File: src/hw/rtl/lrs_pkg.sv
// lrs_pkg: shared constants and types for the LRU recency stack.
// Used by lrs_cell and lru_recency_stack; depends on nothing.
package lrs_pkg;

   localparam int DEPTH = 16;
   localparam int KEY_W = 32;
   localparam int CNT_W = $clog2(DEPTH + 1);
   localparam int OUT_CNT_W = 5;

   typedef enum logic [1:0] {
      CMD_INSERT = 2'd0,
      CMD_REMOVE = 2'd1,
      CMD_TOUCH  = 2'd2,
      CMD_NONE   = 2'd3
   } cmd_type;

   typedef enum logic [1:0] {
      ST_OK         = 2'd0,
      ST_EMPTY      = 2'd1,
      ST_TOUCH_MISS = 2'd2,
      ST_FULL       = 2'd3
   } status_type;

   // per-word control broadcast to every cell
   typedef struct packed {
      logic ins;      // insert accepted and stack not full
      logic rmv;      // remove accepted and stack not empty
      logic tch;      // touch accepted
      logic tch_hit;  // some cell matched the touch key
   } ctrl_type;

endpackage

File: src/hw/rtl/lrs_cell.sv
// lrs_cell: one slot of the recency chain (key, valid bit, match logic).
// Depends on lrs_pkg.
module lrs_cell (
   input  logic                        clock,
   input  logic                        reset,
   input  lrs_pkg::ctrl_type           ctrl,
   input  logic [lrs_pkg::KEY_W-1:0]   req_key,
   input  logic [lrs_pkg::KEY_W-1:0]   prev_key,
   input  logic                        prev_vld,
   input  logic                        next_vld,
   input  logic                        hit_in,
   input  logic [lrs_pkg::KEY_W-1:0]   rmv_in,
   output logic [lrs_pkg::KEY_W-1:0]   key,
   output logic                        vld,
   output logic                        hit_out,
   output logic [lrs_pkg::KEY_W-1:0]   rmv_out
);
   import lrs_pkg::*;

   logic [KEY_W-1:0] key_ff, key_in;
   logic             vld_ff, vld_in;
   logic             match, last, shift;

   assign match   = vld_ff && (key_ff == req_key);
   assign hit_out = hit_in | match;
   assign last    = vld_ff & ~next_vld;
   assign rmv_out = rmv_in | (key_ff & {KEY_W{last}});

   // touch: cells from the front down to the first match take the neighbor's key
   assign shift = ctrl.ins | (ctrl.tch & ctrl.tch_hit & ~hit_in);

   always_comb begin
      key_in = shift ? prev_key : key_ff;
      vld_in = vld_ff;
      if (ctrl.ins) begin
         vld_in = prev_vld;
      end else if (ctrl.rmv && last) begin
         vld_in = 1'b0;
      end
   end

   always_ff @(posedge clock) begin
      key_ff <= key_in;
      if (reset) begin
         vld_ff <= 1'b0;
      end else begin
         vld_ff <= vld_in;
      end
   end

   assign key = key_ff;
   assign vld = vld_ff;

endmodule

File: src/hw/rtl/lru_recency_stack.sv
// lru_recency_stack: bounded most-recent-first key list as a chain of cells.
// The result word is registered in the cycle after the command word is accepted.
// Throughput: one command per cycle while req_stall is low; the whole chain shifts in that cycle.
// Reset clears every cell's valid bit, the count and the result valid flag;
// stored keys and result fields are not reset.
// Depends on lrs_pkg and lrs_cell.
module lru_recency_stack (
   input  logic                                 clock,
   input  logic                                 reset,
   input  logic                                 req_valid,
   output logic                                 req_stall,
   input  logic [1:0]                           req_cmd,
   input  logic signed [lrs_pkg::KEY_W-1:0]     req_key,
   output logic                                 rsp_valid,
   input  logic                                 rsp_stall,
   output logic signed [lrs_pkg::KEY_W-1:0]     rsp_removed_key,
   output logic [1:0]                           rsp_status,
   output logic [lrs_pkg::OUT_CNT_W-1:0]        rsp_entry_count
);
   import lrs_pkg::*;

   logic [KEY_W-1:0] keys_w [DEPTH];
   logic [KEY_W-1:0] rmv_w  [DEPTH+1];
   logic             vld_w  [DEPTH];
   logic             hit_w  [DEPTH+1];

   ctrl_type   ctrl;
   cmd_type    cmd;
   status_type status;
   logic       accept, full, empty;

   logic [CNT_W-1:0]       count_ff, count_in;
   logic                   rsp_valid_ff, rsp_valid_in;
   logic [KEY_W-1:0]       rkey_ff, rkey_in;
   logic [1:0]             rstat_ff, rstat_in;
   logic [CNT_W-1:0]       rcnt_ff, rcnt_in;
   logic [CNT_W+OUT_CNT_W-1:0] rcnt_ext;

   assign req_stall = rsp_valid_ff & rsp_stall;
   assign accept    = req_valid & ~req_stall;
   assign cmd       = cmd_type'(req_cmd);
   assign full      = vld_w[DEPTH-1];
   assign empty     = ~vld_w[0];

   assign hit_w[0] = 1'b0;
   assign rmv_w[0] = '0;

   always_comb begin
      ctrl.ins     = accept && (cmd == CMD_INSERT) && !full;
      ctrl.rmv     = accept && (cmd == CMD_REMOVE) && !empty;
      ctrl.tch     = accept && (cmd == CMD_TOUCH);
      ctrl.tch_hit = hit_w[DEPTH];
   end

   genvar i;
   generate
      for (i = 0; i < DEPTH; i++) begin : g_cell
         logic [KEY_W-1:0] prev_key;
         logic             prev_vld, next_vld;
         if (i == 0) begin : g_front
            assign prev_key = req_key;
            assign prev_vld = 1'b1;
         end else begin : g_mid
            assign prev_key = keys_w[i-1];
            assign prev_vld = vld_w[i-1];
         end
         if (i == DEPTH-1) begin : g_back
            assign next_vld = 1'b0;
         end else begin : g_inner
            assign next_vld = vld_w[i+1];
         end
         lrs_cell u_cell (
            .clock    (clock),
            .reset    (reset),
            .ctrl     (ctrl),
            .req_key  (req_key),
            .prev_key (prev_key),
            .prev_vld (prev_vld),
            .next_vld (next_vld),
            .hit_in   (hit_w[i]),
            .rmv_in   (rmv_w[i]),
            .key      (keys_w[i]),
            .vld      (vld_w[i]),
            .hit_out  (hit_w[i+1]),
            .rmv_out  (rmv_w[i+1])
         );
      end
   endgenerate

   always_comb begin
      status = ST_OK;
      case (cmd)
         CMD_INSERT: if (full) status = ST_FULL;
         CMD_REMOVE: if (empty) status = ST_EMPTY;
         CMD_TOUCH:  if (!hit_w[DEPTH]) status = ST_TOUCH_MISS;
         default:    status = ST_OK;
      endcase
   end

   always_comb begin
      count_in = count_ff;
      if (ctrl.ins) begin
         count_in = count_ff + CNT_W'(1);
      end else if (ctrl.rmv) begin
         count_in = count_ff - CNT_W'(1);
      end
   end

   always_comb begin
      rsp_valid_in = rsp_valid_ff & rsp_stall;
      rkey_in      = rkey_ff;
      rstat_in     = rstat_ff;
      rcnt_in      = rcnt_ff;
      if (accept) begin
         rsp_valid_in = 1'b1;
         rkey_in      = ctrl.rmv ? rmv_w[DEPTH] : '0;
         rstat_in     = status;
         rcnt_in      = count_in;
      end
   end

   always_ff @(posedge clock) begin
      rkey_ff  <= rkey_in;
      rstat_ff <= rstat_in;
      rcnt_ff  <= rcnt_in;
      if (reset) begin
         count_ff     <= '0;
         rsp_valid_ff <= 1'b0;
      end else begin
         count_ff     <= count_in;
         rsp_valid_ff <= rsp_valid_in;
      end
   end

   // count reported modulo 32
   assign rcnt_ext        = {{OUT_CNT_W{1'b0}}, rcnt_ff};
   assign rsp_valid       = rsp_valid_ff;
   assign rsp_removed_key = rkey_ff;
   assign rsp_status      = rstat_ff;
   assign rsp_entry_count = rcnt_ext[OUT_CNT_W-1:0];

endmodule
File: config.mk
export PLATFORM = sky130hd
export DESIGN_NAME = lru_recency_stack
export DESIGN_NICKNAME = d
export VERILOG_FILES = /design/src/hw/rtl/lrs_pkg.sv /design/src/hw/rtl/lrs_cell.sv /design/src/hw/rtl/lru_recency_stack.sv
export SDC_FILE = /design/constraint.sdc
export NUM_CORES = 1
export LEC_CHECK = 0
export BUFFER_PORTS_ARGS = -buffer_cell sky130_fd_sc_hd__buf_2
export CORE_ASPECT_RATIO = 1.75
export CORE_MARGIN = 3
export CORE_UTILIZATION = 55
export DETAILED_ROUTE_END_ITERATION = 6
export GPL_TIMING_DRIVEN = 0
export PLACE_DENSITY = 0.81
export SLEW_MARGIN = 20
export SYNTH_ARGS = -nofsm -noshare
export SYNTH_HDL_FRONTEND = slang
export SYNTH_HIERARCHICAL = 1
export SYNTH_SLANG_ARGS = --single-unit
File: constraint.sdc
create_clock -name clock -period 17.1 [get_ports clock]
set_input_delay 4.275 -clock clock [delete_from_list [all_inputs] [get_ports clock]]
set_output_delay 4.275 -clock clock [all_outputs]
set_load 0.005 [all_outputs]
==> metrics.csv <==
metric;value;unit
status;finished clean;
Hold Vio Cnt, Final;0;
top-count cell post-synth;edfxtp_1;
Slew headroom;35.0;%
Final Slew Violations;0;
Initial Util;56.1;%
DR iter-0 viols;739;
Crit path required time;17370;ps
most common library cells after synthesis;edfxtp_1, a21o_1, xnor2_1;
Crit. End Element;flip-flop;
Global Route Usage Sum;23.3;%
met2 GRT Util;46.5;%
number of global-route vias before repair;18000;
Critical Path Start;req_key[30];
die area;0.0538;mm²
Avg Cell Area, Syn;13.7;µm²
Tmin final;10220;ps
leakage power;12.5;nW
top post-synthesis cells by area;edfxtp_1, xnor2_1, a21o_1;
Final Skew;22.0;ps
# hold bufs at CTS;0;
final setup vio count;0;
post-route ant nets;0;
TritonRoute pass-1 iters;5;
WHS;493;ps
grt ovf;0;
Clock Path Buffers;3;
Max H-tree Level;2;
I/O pin count;79;
worst r2r src;g_cell[0].u_cell/key[10];
critical setup path kind;primary input to flip-flop;
first-pass GRT wire length;97200;µm
Yosys top cell area share;59.0;%
Seq cells post-synth;573;
RSZ-0062 raised after global routing;no;
slew at the pin closest to its max-slew limit;976;ps
CP Launch Type;primary input;
Max-cap violations;0;
clock transition at the registers of the reported paths;70;ps
Clock Sinks;573;
Max Fclk;97.9;MHz
initial antenna violation count;1;
most crowded layer after global routing;met2;
CTS tree;built;
clock tree root driver cell;clkbuf_16;
WL final;63200;µm
pin count of the biggest net entering global routing;55;
DRC;0;
share of layout cells above drive strength 1;11.6;%
Post-layout nets;2267;
Die W;177;µm
Hold Crit Class;flip-flop to flip-flop;
GP Congestion;0.869;
WP data arrival;10490;ps
vias per cell;5.65;
grt met3 use;2.40;%
Die H;305;µm
routed via count;16500;
met1 GRT Util;21.9;%
wire length per cell after detailed routing;21.6;µm
Hold Path Origin;g_cell[1].u_cell/key[8];
Synth warnings;6;
Yosys cell types;41;
later-pin clock latency in the skew report;580;ps
VDD IR max;70.6;µV
# rows;108;
IO Port Bufs;78;
top cell type by total area after synthesis;edfxtp_1;
Power Total;3.05;mW
Synth Instances;2046;
CTS buffer count;49;
Synth Flop Type;edfxtp_1;
postcts setup bufs;0;
Crit Path Max Fanout;19;
post-CTS resize count;0;
Power Density;96.1;mW/mm²
Async SR Flop Fraction;0;%
Setup TNS;0;ps
Final HPWL DP;49000;µm
synthesis-to-finish area growth;13.0;%
Tcrit/Tclk final;59.8;%
EDFF count, synth;551;
sequential fraction of the synthesis area;60.6;%
Synth Cell Area;0.0280;mm²
Core ar.;0.0500;mm²
==> flip-flops by register name, summed over array words and instances, names as in the netlist <==
register	flops
rsp_status	2
g_cell.u_cell/key	512
count_ff	5
rsp_entry_count	5
rsp_valid	1
g_cell.u_cell/vld	16
rsp_removed_key	32
==> cell type report <==
class                   instances  area, µm²
fillers                      3644      18300
flip-flops and latches        573      17000
multi-input cells            1434      11000
clock buffers                  56       1290
repair buffers                 95        851
well taps                     660        826
clock inverters                34        369
plain buffers                  69        335
inverters                       5       18.8
diodes                          1       2.50
==> metrics by stage <==
| step | setup WS [ps] | area [µm²] | util [%] | std cells |
|---|---|---|---|---|
| 2_1_floorplan | 7680 | 28200 | - | 2081 |
| 3_3_place_gp | 6040 | 29400 | 58.8 | 2819 |
| 3_5_place_dp | 6380 | 30000 | 60.1 | 2836 |
| 4_1_cts | 6880 | 31700 | 63.4 | 2926 |
| 5_1_grt | 6530 | 31700 | 63.4 | 2927 |
| 6_report | 6880 | 31700 | 63.4 | 2927 |
==> report_power, final <==
part,switching (mW),internal (mW)
Combinational,0.137,0.125
Clock,0.497,0.664
Sequential,0.0350,1.59
Total,0.669,2.38
==> layout by cell type, fill, tap and decap left out, types with 3 or more instances in the layout <==
master	n
edfxtp_1	551
a21o_1	496
xnor2_1	452
buf_2	127
nand4_1	96
xor2_1	64
clkbuf_16	51
conb_1	37
nand2_1	33
and2_1	33
nor4_1	32
clkbuf_1	23
nor2b_1	22
dfxtp_1	22
and3_1	17
a21o_2	16
o21bai_4	16
nand3_1	16
nor3_1	16
a31o_1	16
nand2b_1	16
nand3b_1	16
a21oi_1	16
buf_16	16
clkinv_2	12
clkinv_1	10
bufinv_16	8
nor2_1	7
inv_1	5
clkinvlp_4	3
==> worst max-delay path, cell delays in order <==
cell and delay, ps:
buf_2 430, xnor2_1 180, nand3_1 120, nor3_1 560, a31o_1 320, a31o_1 200, a31o_1 210, a31o_1 210
a31o_1 200, a31o_1 200, a31o_1 210, a31o_1 210, a31o_1 210, a31o_1 200, a31o_1 200, a31o_1 200
a31o_1 190, a31o_1 200, a31o_1 210, a31o_1 780, nand2_1 240, o21bai_4 510, buf_16 230
==> cell families (layout without fill, tap and decap cells) <==
logic type                 Yosys count  after routing  share of synthesized area (%)
DFF                                573            573                           60.6
AOI/OAI and AO/OA                  568            568                           15.3
xor gates and xnor gates           516            516                           16.1
and+or+nand+nor                    309            309                           6.53
buffers and inverters               74            259                           1.26
adders and majority gates            2              2                         0.0892
other                                2             38                         0.0268
muxes                                2              2                         0.0892
==> worst paths after layout <==
path	end	slack [ps]	depth (start not counted)
max	g_cell[15].u_cell/key[26]	6880	23
min	g_cell[2].u_cell/key[8]	490	0
max reg2reg	g_cell[15].u_cell/key[26]	10570	22
min reg2reg	g_cell[2].u_cell/key[8]	490	0
==> routing by layer <==
| layer | up-vias | share of wire (%) |
|---|---|---|
| met1 | 8066 | 33 |
| li1 | 7941 | - |
| met5 | - | 0 |
| met2 | 359 | 57 |
| met3 | 174 | 2.9 |
| met4 | 0 | 6.9 |
Note: power is estimated with default switching activity, not from simulation.
